## src/hdl/sem_pkg.sv

```systemverilog
// Shared types and constants of the Sobel edge magnitude block.
// Used by the controller, the datapath and the top level; depends on nothing.
package sem_pkg;

   localparam int PIX_W        = 8;
   localparam int RGB_W        = 24;
   localparam int CFG_W_W      = 11;
   localparam int CFG_H_W      = 12;
   localparam int ROW_W        = 13;
   localparam int CSR_IDX_W    = 1;
   localparam int CSR_DATA_W   = 12;
   localparam int SUM_W        = 23;
   localparam int ROOT_STEPS   = 12;
   localparam int ITER_W       = 4;

   localparam logic [CSR_IDX_W-1:0] CSR_FRAME_WIDTH  = 1'b0;
   localparam logic [CSR_IDX_W-1:0] CSR_FRAME_HEIGHT = 1'b1;

   localparam logic [CFG_W_W-1:0] WIDTH_RESET  = 11'd640;
   localparam logic [CFG_H_W-1:0] HEIGHT_RESET = 12'd480;

   typedef struct packed {
      logic load;
      logic mem_rd;
      logic step;
      logic calc;
      logic iter;
      logic finish;
   } cmd_type;

   typedef struct packed {
      logic in_frame;
      logic hit;
      logic out_full;
   } status_type;

endpackage

```

## src/hdl/sem_ctrl.sv

```systemverilog
// Controller of the Sobel edge magnitude block: sequences each input word.
// Depends on sem_pkg.
module sem_ctrl (
   input  logic                 clock,
   input  logic                 reset,
   input  logic                 req_valid,
   input  logic                 req_kind,
   output logic                 req_ready,
   input  sem_pkg::status_type  status,
   output sem_pkg::cmd_type     cmd
);

   typedef enum logic [2:0] {
      S_IDLE,
      S_READ,
      S_STEP,
      S_EVAL,
      S_CALC,
      S_ROOT,
      S_FIN
   } state_type;

   localparam logic [sem_pkg::ITER_W-1:0] ITER_ONE  = sem_pkg::ITER_W'(1);
   localparam logic [sem_pkg::ITER_W-1:0] ITER_LAST = sem_pkg::ITER_W'(sem_pkg::ROOT_STEPS - 1);

   state_type                    state_ff;
   logic [1:0]                   tries_ff;
   logic [sem_pkg::ITER_W-1:0]   iter_ff;
   logic                         flush_ff;
   logic                         accept;

   assign req_ready = (state_ff == S_IDLE);
   assign accept    = req_valid && req_ready;

   always_comb begin
      cmd        = '0;
      cmd.load   = accept && !(status.in_frame && req_kind);
      cmd.mem_rd = (state_ff == S_READ);
      cmd.step   = (state_ff == S_STEP);
      cmd.calc   = (state_ff == S_CALC);
      cmd.iter   = (state_ff == S_ROOT);
      cmd.finish = (state_ff == S_FIN) && !status.out_full;
   end

   always_ff @(posedge clock) begin
      if (reset) begin
         state_ff <= S_IDLE;
         tries_ff <= '0;
         iter_ff  <= '0;
         flush_ff <= 1'b0;
      end else begin
         case (state_ff)
            S_IDLE: begin
               if (cmd.load) begin
                  flush_ff <= !status.in_frame;
                  tries_ff <= '0;
                  state_ff <= S_READ;
               end
            end
            S_READ: begin
               state_ff <= S_STEP;
            end
            S_STEP: begin
               state_ff <= S_EVAL;
            end
            S_EVAL: begin
               if (status.hit) begin
                  state_ff <= S_CALC;
               end else if (flush_ff && (tries_ff != 2'd2)) begin
                  tries_ff <= tries_ff + 2'd1;
                  state_ff <= S_READ;
               end else begin
                  state_ff <= S_IDLE;
               end
            end
            S_CALC: begin
               iter_ff  <= '0;
               state_ff <= S_ROOT;
            end
            S_ROOT: begin
               iter_ff <= iter_ff + ITER_ONE;
               if (iter_ff == ITER_LAST) begin
                  state_ff <= S_FIN;
               end
            end
            S_FIN: begin
               if (!status.out_full) begin
                  state_ff <= S_IDLE;
               end
            end
            default: begin
               state_ff <= S_IDLE;
            end
         endcase
      end
   end

   a_cmd_onehot: assert property (@(posedge clock) disable iff (reset) $onehot0(cmd))
      else $error("controller issued more than one command");

endmodule

```

## config.mk

```make
export PLATFORM = sky130hd
export DESIGN_NAME = sem_ctrl
export DESIGN_NICKNAME = d
export VERILOG_FILES = /design/src/hdl/sem_pkg.sv /design/src/hdl/sem_ctrl.sv
export SDC_FILE = /design/constraint.sdc
export NUM_CORES = 1
export LEC_CHECK = 0
export ABC_AREA = 0
export ABC_CLOCK_PERIOD_IN_PS = 2100
export BUFFER_PORTS_ARGS = -buffer_cell sky130_fd_sc_hd__buf_2
export CORE_MARGIN = 2
export CORE_UTILIZATION = 45
export CTS_CLUSTER_SIZE = 40
export DETAILED_ROUTE_END_ITERATION = 8
export MAX_ROUTING_LAYER = met4
export PLACE_DENSITY = 0.69
export SKIP_CTS_REPAIR_TIMING = 1
export SYNTH_ARGS = -nofsm -noshare
export SYNTH_HDL_FRONTEND = slang
export SYNTH_SLANG_ARGS = --single-unit
```

## constraint.sdc

```tcl
create_clock -name clock -period 2.1 [get_ports clock]
set_input_delay 0 -clock clock [delete_from_list [all_inputs] [get_ports clock]]
set_output_delay 0 -clock clock [all_outputs]
set_load 0.005 [all_outputs]
```

==> impl_results.rst, run 1 <==
.. list-table::
   :header-rows: 1

   * - Metric
     - Value
   * - Leftover overflow at the end of global routing
     - 0
   * - Outcome
     - completed
   * - Timing-limited maximum frequency
     - 617 MHz
   * - TNS Setup
     - 0 ps
   * - Most common library cell in the layout ignoring fill and taps
     - buf_2
   * - Core ar.
     - 0.00127 sq mm
   * - Combined area of all synthesized cells
     - 589 sq um
   * - Worst-case setup margin in the final layout
     - 480 ps
   * - Vert. Die Dim
     - 40.2 um
   * - Final cycle utilization of the critical path
     - 77.1%
   * - Peak VDD IR
     - 0.000279 V
   * - Floorplan row count
     - 13
   * - Sequential Area
     - 200 sq um
   * - Final weighted congestion in routability-driven placement
     - 0.727
   * - Post-CTS clock slew at the launch and capture registers of the worst setup and hold paths
     - 60 ps
   * - First-pass iteration count of the detailed router
     - 4
   * - Minimum setup slack after placement
     - 488 ps
   * - Design Area, Final
     - 683 sq um
   * - Setup crit end kind
     - flip-flop
   * - Synth warnings
     - 0
   * - Wire per inst
     - 11.9 um
   * - Number of inserted diodes
     - 0
   * - Cts bufs inserted
     - 3
   * - Total half-perimeter wirelength after legalization and detailed placement
     - 891 um
   * - Root Driver
     - clkbuf_4
   * - Vias/cell
     - 5.46
   * - Number of remaining DRC errors
     - 0
   * - Post-synthesis area per instance
     - 8.18 sq um
   * - Critical Path RT
     - 2250 ps
   * - Area of combinational cells with multiple inputs
     - 348 sq um
   * - Critical Setup Path Class
     - flip-flop to flip-flop
   * - Total count of max-transition violations in the final report
     - 0
   * - TritonCTS clock tree
     - yes
   * - Worst hold slack across all endpoints
     - 27.4 ps
   * - Sort of element at the start of the critical path
     - flip-flop
   * - Starting utilization of the core area
     - 46.4%
   * - Number of flip-flops and latches in the synthesized netlist
     - 10
   * - Clock Skew
     - 4.40 ps
   * - Relative slew margins
     - 73.1%
   * - Net count of the mapped netlist
     - 81
   * - Total routing usage reported by global routing
     - 17.1%
   * - ANT nets after route
     - 0
   * - Post-Syn Instances
     - 72
   * - Actual transition at the worst max-transition pin
     - 403 ps
   * - Setup repair after global routing missed its margin
     - false
   * - Nets@finish
     - 95
   * - Part of the Yosys area used for sequential elements
     - 34.0%
   * - Cell Area, Placed
     - 651 sq um
   * - Count of buffers inserted at the top-level ports
     - 13
   * - Minimum clock period
     - 1620 ps
   * - Area growth from synthesis to final layout
     - 15.9%
   * - Critical path arrival
     - 1770 ps
   * - Initial DRC Count
     - 15
   * - Final hold violation count
     - 0
   * - Largest net degree at the start of global routing
     - 14
   * - Clock insertion delay at the later pin of the skew report
     - 260 ps
   * - Static Leak
     - 0.273 nW
   * - Filler Cells Inserted
     - 128
   * - # clock sinks
     - 10
   * - First-pass GRT wire length
     - 1.76 mm
   * - Max FO, Critical Path
     - 4
   * - Commonest cells after routing, fill and taps aside
     - 13 x buf_2, 10 x dfxtp_1, 5 x inv_1, 5 x nor2_1, 5 x a21oi_1
   * - Proportion of layout cells with a drive suffix above 1
     - 23.8%
   * - Power per cell area
     - 567 mW/mm^2
   * - MaxCap Viol Count
     - 0
   * - Via Count
     - 541
   * - Antenna violations before repair
     - 0
   * - Boundary Pins
     - 14
   * - Unique masters post-synth
     - 31
   * - DRT Wirelength
     - 1.18 mm
   * - Number of global-route vias before repair
     - 455
   * - Die X
     - 40.2 um
   * - Class of the tightest hold or removal check
     - input pin to flip-flop
   * - Max clock buf depth
     - 2
   * - Final Setup Violations
     - 0
   * - Depth of the CTS H-tree
     - 1
   * - Total Die Area
     - 0.00162 sq mm
-- stage by stage --
step                power (mW)  std cells  utilization [%]
finish                   0.388         99             53.8
floorplan                0.244         72                -
CTS                      0.390         98             53.1
global placement         0.264         95             51.3
detailed placement       0.264         95             51.3
global route             0.408         99             53.8
-- area by class of cell --
class | instances | area share, %
inverter | 5 | 2.75
tap | 15 | 2.75
clock buffer | 3 | 3.30
sequential | 10 | 29.3
timing repair buffer | 14 | 11.0
multi-input combinational | 52 | 50.9
-- flip-flops by register name (all words and copies together) (netlist names) --
signal / flops
tries_ff: 2
iter_ff: 4
flush_ff: 1
state_ff: 3
-- cells in the mapped netlist (all sizes together) --
cell type | count | area, sq um
ha | 2 | 25.0
nor3b | 1 | 7.51
or4 | 1 | 7.51
inv | 5 | 18.8
buf | 3 | 13.8
and3b | 1 | 8.76
mux2i | 2 | 20.0
a21o | 1 | 7.51
nand4 | 2 | 12.5
a21oi | 5 | 25.0
nor2b | 2 | 12.5
nand3 | 2 | 10.0
o21ai | 4 | 20.0
and4bb | 1 | 12.5
o31ai | 1 | 7.51
or3 | 3 | 23.8
a221oi | 2 | 17.5
clkbuf | 2 | 8.75
nand3b | 4 | 30.0
o41ai | 1 | 8.76
or3b | 1 | 11.3
o221ai | 1 | 8.76
nor3 | 3 | 15.0
nand2 | 4 | 15.0
nor2 | 5 | 18.8
a21bo | 1 | 10.0
dfxtp | 10 | 200
nand2b | 2 | 12.5
-- metal layers --
layer | vias to the layer above | share of wire [%] | global-route usage [%]
met1 | 244 | 52 | 23.1
met5 | - | 0 | -
met3 | 0 | 4.4 | 5.00
met2 | 12 | 43 | 23.4
li1 | 285 | - | -
met4 | 0 | 0 | 7.50
-- power by group --
| part | internal, mW | switching (mW) | total (mW) | leakage, nW |
|---|---|---|---|---|
| logic | 0.0280 | 0.0273 | 0.0554 | 0.178 |
| clock network | 0.0659 | 0.0603 | 0.126 | 0.0138 |
| registers | 0.195 | 0.0115 | 0.206 | 0.0810 |
| total | 0.289 | 0.0990 | 0.388 | 0.273 |
-- final timing paths --
check | from | cells past startpoint | to | slack (ps)
worst max-delay path | tries_ff[0]$_SDFFE_PP0P_ | 5 | tries_ff[1]$_SDFFE_PP0P_ | 480
worst min-delay path | status[2] | 3 | flush_ff$_SDFFE_PP0P_ | 30
worst max register to register | tries_ff[0]$_SDFFE_PP0P_ | 5 | tries_ff[1]$_SDFFE_PP0P_ | 480
worst min register to register | tries_ff[1]$_SDFFE_PP0P_ | 2 | tries_ff[1]$_SDFFE_PP0P_ | 470
-- cells by family (layout without fill, tap and decap cells) --
logic type	after synthesis	in the layout	synth area share (%)
buf+inv	10	22	7.00
compound gates	16	16	17.8
flops	10	10	34.0
mux	2	2	3.40
fa+ha+maj	2	2	4.25
simple gates	32	32	33.5
-- critical path: stages (launching register included) --
cell     delay [ps]
dfxtp_1         350
inv_1            60
ha_1            200
or3b_4          390
or4_1           470
o41ai_1          70
(Power assumes the default switching activity.)
==> run 2, diff against run 1 <==
--- a/config.mk
+++ b/config.mk
@@ -6,7 +6,7 @@
 export NUM_CORES = 1
 export LEC_CHECK = 0
 export ABC_AREA = 0
-export ABC_CLOCK_PERIOD_IN_PS = 2100
+export ABC_CLOCK_PERIOD_IN_PS = 1550
 export BUFFER_PORTS_ARGS = -buffer_cell sky130_fd_sc_hd__buf_2
 export CORE_MARGIN = 2
 export CORE_UTILIZATION = 45
==> constraint.sdc (replaced) <==
create_clock -name clock -period 1.55 [get_ports clock]
set_input_delay 0 -clock clock [delete_from_list [all_inputs] [get_ports clock]]
set_output_delay 0 -clock clock [all_outputs]
set_load 0.005 [all_outputs]
==> impl_results.rst, run 2 (synthesis gave the netlist of run 1 again) <==
.. list-table::
   :header-rows: 1

   * - Metric
     - Value
   * - Post-CTS clock slew at the launch and capture registers of the worst setup and hold paths
     - 80 ps (+20 ps)
   * - Number of inserted diodes
     - 0 (unchanged)
   * - First-pass GRT wire length
     - 2.01 mm (+14%)
   * - Timing-limited maximum frequency
     - 648 MHz (+5.0%)
   * - ANT nets after route
     - 0 (unchanged)
   * - Largest net degree at the start of global routing
     - 11 (-3)
   * - Class of the tightest hold or removal check
     - input pin to flip-flop
   * - First-pass iteration count of the detailed router
     - 5 (+1)
   * - R2r setup slk
     - 8 ps (-470 ps)
   * - Overall power
     - 0.607 mW (+57%)
   * - FF-to-FF Start
     - tries_ff[0]$_SDFFE_PP0P_
   * - Antenna violations before repair
     - 0 (unchanged)
   * - Setup crit end kind
     - flip-flop
   * - Count of buffers inserted at the top-level ports
     - 13 (unchanged)
   * - Final Setup Violations
     - 0 (unchanged)
   * - Critical Path RT
     - 1720 ps (-530 ps)
   * - Vert. Die Dim
     - 40.2 um (unchanged)
   * - Logic depth of the worst register-to-register path
     - 5 (unchanged)
   * - Total Die Area
     - 0.00162 sq mm (unchanged)
   * - Max clock buf depth
     - 2 (unchanged)
   * - Total routing usage reported by global routing
     - 19.3% (+2.2 points)
   * - Max FO, Critical Path
     - 3 (-1)
   * - Leftover overflow at the end of global routing
     - 0 (unchanged)
   * - Most common library cell in the layout ignoring fill and taps
     - buf_2
   * - Critical Setup Path Class
     - flip-flop to flip-flop
   * - Starting utilization of the core area
     - 46.4% (unchanged)
   * - MaxCap Viol Count
     - 0 (unchanged)
   * - Hold Path End
     - flush_ff$_SDFFE_PP0P_
   * - Die X
     - 40.2 um (unchanged)
   * - Registers with the most flip-flops
     - iter_ff: 4 flops, state_ff: 3 flops, tries_ff: 2 flops
   * - Setup repair after global routing missed its margin
     - true
   * - Sort of element at the start of the critical path
     - flip-flop
   * - # clock sinks
     - 10 (unchanged)
   * - Hold path startpoint
     - status[2]
   * - Commonest cells after routing, fill and taps aside
     - 13 x buf_2, 9 x dfxtp_1, 5 x nor2_1, 5 x buf_4
   * - Vias/cell
     - 5.50 (+0.73%)
   * - Boundary Pins
     - 14 (unchanged)
   * - Endpoint of the worst register-to-register path
     - tries_ff[1]$_SDFFE_PP0P_
   * - Max reg flops
     - 4 (unchanged)
   * - Actual transition at the worst max-transition pin
     - 213 ps (-190 ps)
   * - Register ranked first by flip-flop count
     - iter_ff
   * - WHS Path Cells
     - 3 (unchanged)
   * - Clock Skew
     - 5.45 ps (+1.05 ps)
   * - Area growth from synthesis to final layout
     - 29.5%
   * - Minimum clock period
     - 1540 ps (-77.5 ps)
   * - Design Area, Final
     - 763 sq um (+12%)
   * - Critical path arrival
     - 1720 ps (-50 ps)
   * - Total half-perimeter wirelength after legalization and detailed placement
     - 947 um (+6.3%)
   * - Floorplan row count
     - 13 (unchanged)
   * - Proportion of layout cells with a drive suffix above 1
     - 35.6% (+12 points)
   * - Outcome
     - completed
   * - Cell Area, Placed
     - 688 sq um (+5.8%)
   * - Depth of the CTS H-tree
     - 1 (unchanged)
   * - Clock insertion delay at the later pin of the skew report
     - 270 ps (about the same)
   * - Wire per inst
     - 12.6 um (+5.6%)
   * - Power per cell area
     - 796 mW/mm^2 (+40%)
   * - Total count of max-transition violations in the final report
     - 0 (unchanged)
   * - Cts bufs inserted
     - 3 (unchanged)
   * - Final weighted congestion in routability-driven placement
     - 0.807 (+11%)
   * - Worst-case setup margin in the final layout
     - 7.51 ps (-473 ps)
   * - Number of global-route vias before repair
     - 465 (+2.2%)
   * - Relative slew margins
     - 85.7% (+13 points)
   * - Filler Cells Inserted
     - 125 (-2.3%)
   * - Nets@finish
     - 100 (+5.3%)
   * - Initial DRC Count
     - 9 (-6)
   * - Minimum setup slack after placement
     - -28.1 ps (-516 ps)
   * - DRT Wirelength
     - 1.32 mm (+12%)
   * - Peak VDD IR
     - 0.000427 V (+53%)
   * - Final cycle utilization of the critical path
     - 99.5% (+22 points)
   * - Number of remaining DRC errors
     - 0 (unchanged)
   * - Final hold violation count
     - 0 (unchanged)
   * - Static Leak
     - 0.315 nW (+16%)
   * - Via Count
     - 578 (+6.8%)
   * - TritonCTS clock tree
     - yes
   * - Root Driver
     - clkbuf_4
   * - Core ar.
     - 0.00127 sq mm (unchanged)
## run 2: stage by stage
stage                     instances  setup TNS [ps]  util (%)  hold WS, ps
after CTS                       104           -44.4      57.1        -39.3
after floorplan                  72               0         -         34.2
after global routing            105           -18.0      60.2         23.2
after global placement          100               0      54.2          241
after detailed placement        100           -28.1      54.2          243
final                           105               0      60.2         9.97
## run 2: worst max-delay path by stage
| stage | startpoint | to | cells past startpoint |
|---|---|---|---|
| CTS | tries_ff[0]$_SDFFE_PP0P_ | tries_ff[1]$_SDFFE_PP0P_ | 5 |
| global placement | tries_ff[0]$_SDFFE_PP0P_ | tries_ff[1]$_SDFFE_PP0P_ | 5 |
| global route | tries_ff[0]$_SDFFE_PP0P_ | tries_ff[1]$_SDFFE_PP0P_ | 5 |
| detailed placement | tries_ff[0]$_SDFFE_PP0P_ | tries_ff[1]$_SDFFE_PP0P_ | 5 |
| finish | tries_ff[0]$_SDFFE_PP0P_ | tries_ff[1]$_SDFFE_PP0P_ | 5 |
| floorplan | tries_ff[0]$_SDFFE_PP0P_ | tries_ff[1]$_SDFFE_PP0P_ | 5 |
## run 2: final cells by class
class	count	area, sq um	area share [%]
repair buffers	19	113	14.8
well taps	15	18.8	2.46
multi-input cells	52	375	49.2
clock buffers	4	36.3	4.75
inverters	5	18.8	2.46
flip-flops and latches	10	201	26.4
## run 2: metal layers
metal / GRT usage, % / routed length (um) / vias up
met5: - / 0 / -
met1: 26.0 / 708 / 256
met4: 7.50 / 21 / 0
met3: 6.67 / 76 / 4
li1: - / - / 299
met2: 26.2 / 515 / 19
## run 2: report_power, final
group / switching (mW) / internal (mW)
logic: 0.0501 / 0.0451
clock network: 0.0997 / 0.143
registers: 0.00621 / 0.263
total: 0.156 / 0.451
## run 2: worst max-delay path, stage by stage (launching register included)
cell	delay, ps
dfxtp_2	340
inv_2	50
ha_4	150
or3b_4	370
or4_4	490
o41ai_2	60
==> run 3, diff against run 2 <==
--- a/config.mk
+++ b/config.mk
@@ -12,6 +12,7 @@
 export CORE_UTILIZATION = 45
 export CTS_CLUSTER_SIZE = 40
 export DETAILED_ROUTE_END_ITERATION = 8
+export GPL_TIMING_DRIVEN = 0
 export MAX_ROUTING_LAYER = met4
 export PLACE_DENSITY = 0.69
 export SKIP_CTS_REPAIR_TIMING = 1
==> impl_results.rst, run 3 (synthesis gave the netlist of run 1 again) <==
.. list-table::
   :header-rows: 1

   * - Metric
     - Value
   * - Critical Path RT
     - 1710 ps (about the same)
   * - Root Driver
     - clkbuf_4
   * - End-of-flow core utilization
     - 57.7% (-2.5 points)
   * - Number of global-route vias before repair
     - 471 (+1.3%)
   * - Peak VDD IR
     - 0.000385 V (-9.8%)
   * - Total count of max-transition violations in the final report
     - 0 (unchanged)
   * - Portion of total power attributed to the clock network
     - 32.4% (-7.5 points)
   * - Peak per-stage delay on the critical path
     - 540 ps (+50 ps)
   * - Sort of element at the start of the critical path
     - flip-flop
   * - MaxCap Viol Count
     - 0 (unchanged)
   * - Worst hold slack across all endpoints
     - -24.8 ps (-34.8 ps)
   * - Total half-perimeter wirelength after legalization and detailed placement
     - 891 um (-5.9%)
   * - Max reg flops
     - 4 (unchanged)
   * - Part of the power in registers
     - 50.8% (+6.4 points)
   * - Commonest cells after routing, fill and taps aside
     - 14 x buf_2, 9 x dfxtp_1, 5 x nor2_1
   * - Most common library cell in the layout ignoring fill and taps
     - buf_2
   * - Critical path arrival
     - 1790 ps (+70 ps)
   * - Critical Setup Path Class
     - flip-flop to flip-flop
   * - Die X
     - 40.2 um (unchanged)
   * - Net switching share of the total power
     - 25.9% (+0.18 points)
   * - CP max-delay cell
     - or4_4
   * - Class of the tightest hold or removal check
     - input pin to flip-flop
   * - Core ar.
     - 0.00127 sq mm (unchanged)
   * - Registers with the most flip-flops
     - iter_ff: 4 flops, state_ff: 3 flops, tries_ff: 2 flops
   * - Leftover overflow at the end of global routing
     - 0 (unchanged)
   * - Internal power of the cells
     - 0.392 mW (-13%)
   * - Clock Skew
     - 0.951 ps (-4.50 ps)
   * - Timing-limited maximum frequency
     - 614 MHz (-5.3%)
   * - Floorplan row count
     - 13 (unchanged)
   * - Boundary Pins
     - 14 (unchanged)
   * - Total Die Area
     - 0.00162 sq mm (unchanged)
   * - First-pass iteration count of the detailed router
     - 4 (-1)
   * - # clock sinks
     - 10 (unchanged)
   * - Sequential Area
     - 201 sq um (unchanged)
   * - Cell breakdown of the critical path
     - inv_2 -> ha_4 -> or3b_4 -> or4_4 -> o41ai_2
   * - Final weighted congestion in routability-driven placement
     - 0.758 (-6.1%)
   * - Logic gate share of total power
     - 16.8% (+1.1 points)
   * - Clock insertion delay at the later pin of the skew report
     - 250 ps (-20 ps)
   * - Failing checks
     - hold timing, setup timing
   * - Cts bufs inserted
     - 3 (unchanged)
   * - Minimum clock period
     - 1630 ps (+85.5 ps)
   * - Worst-case setup margin in the final layout
     - -78.0 ps (-85.5 ps)
   * - TritonCTS clock tree
     - yes
   * - Minimum setup slack after placement
     - -63.7 ps (-35.7 ps)
   * - Setup crit end kind
     - flip-flop
   * - Area of combinational cells with multiple inputs
     - 380 sq um (+1.3%)
   * - Antenna violations before repair
     - 0 (unchanged)
   * - Total routing usage reported by global routing
     - 17.8% (-1.5 points)
   * - Max clock buf depth
     - 2 (unchanged)
   * - Vert. Die Dim
     - 40.2 um (unchanged)
   * - Wire per inst
     - 12.6 um (about the same)
   * - Starting utilization of the core area
     - 46.4% (unchanged)
   * - Outcome
     - finished with violations
   * - Power per cell area
     - 722 mW/mm^2 (-9.3%)
   * - Proportion of layout cells with a drive suffix above 1
     - 34.1% (-1.5 points)
   * - Area growth from synthesis to final layout
     - 24.2%
   * - Actual transition at the worst max-transition pin
     - 460 ps (+248 ps)
   * - DRT Wirelength
     - 1.30 mm (-1.9%)
   * - Number of buffers and inverters on the critical path
     - 1 (unchanged)
   * - Final hold violation count
     - 1 (+1)
   * - Vias/cell
     - 5.53 (+0.53%)
   * - Initial DRC Count
     - 17 (+8)
   * - Nets@finish
     - 99 (-1.0%)
   * - ANT nets after route
     - 0 (unchanged)
   * - Post-CTS clock slew at the launch and capture registers of the worst setup and hold paths
     - 60 ps (-20 ps)
   * - NetSw
     - 0.137 mW (-12%)
   * - Register ranked first by flip-flop count
     - iter_ff
   * - Count of buffers inserted at the top-level ports
     - 12 (-1)
   * - Kind of cell adding the most delay to the critical path
     - simple AND/OR/NAND/NOR gates
   * - Via Count
     - 570 (-1.4%)
   * - Setup repair after global routing missed its margin
     - true
   * - Depth of the CTS H-tree
     - 1 (unchanged)
   * - First-pass GRT wire length
     - 1.87 mm (-7.2%)
   * - Final cycle utilization of the critical path
     - 105% (+5.5 points)
   * - Filler Cells Inserted
     - 114 (-8.8%)
   * - Max FO, Critical Path
     - 4 (+1)
   * - Number of inserted diodes
     - 0 (unchanged)
   * - Number of remaining DRC errors
     - 0 (unchanged)
   * - Largest net degree at the start of global routing
     - 11 (unchanged)
   * - Relative slew margins
     - 69.3% (-16 points)
   * - Static Leak
     - 0.299 nW (-5.0%)
   * - Final Setup Violations
     - 1 (+1)
==> run 3: power groups by stage <==
stage               clock [mW]  combinational [mW]  sequential, mW
finish                   0.171              0.0888           0.268
global route             0.186               0.100           0.269
CTS                      0.176              0.0868           0.268
detailed placement           0              0.0864           0.274
global placement             0              0.0855           0.274
floorplan                    0              0.0578           0.273
==> run 3: through the flow <==
step	TNS [ps]	power (mW)	std cells	cell area (sq um)	hold slack, ps
floorplan	0	0.330	72	589	34.2
global placement	-32.0	0.359	99	668	240
detailed placement	-63.7	0.361	99	668	247
CTS	-81.3	0.532	102	691	-25.2
global route	-163	0.556	103	732	8.25
finish	-78.0	0.528	103	732	-24.8
==> run 3: final cells by class <==
cell class / instances / area share, %
flip-flops and latches: 10 / 27.5
multi-input cells: 52 / 52.0
plain buffers: 5 / 3.08
clock buffers: 3 / 3.08
repair buffers: 13 / 9.23
inverters: 5 / 2.56
well taps: 15 / 2.56
==> run 3: per-layer routing <==
layer / routed length [um] / vias to the layer above / global-route usage (%) / part of all wire (%)
met2: 596 / 22 / 23.8 / 46
met5: 0 / - / - / 0
met3: 78 / 0 / 3.33 / 6.0
met4: 0 / 0 / 7.50 / 0
li1: - / 292 / - / -
met1: 622 / 256 / 25.8 / 48
==> run 3: path summary, 6_finish.rpt <==
kind	slack, ps	end	startpoint	cells past startpoint
max	-80	tries_ff[1]$_SDFFE_PP0P_	tries_ff[0]$_SDFFE_PP0P_	5
min	-20	state_ff[0]$_SDFFE_PP0P_	status[0]	2
max reg2reg	-80	tries_ff[1]$_SDFFE_PP0P_	tries_ff[0]$_SDFFE_PP0P_	5
min reg2reg	480	iter_ff[1]$_SDFFE_PP0N_	iter_ff[1]$_SDFFE_PP0N_	2
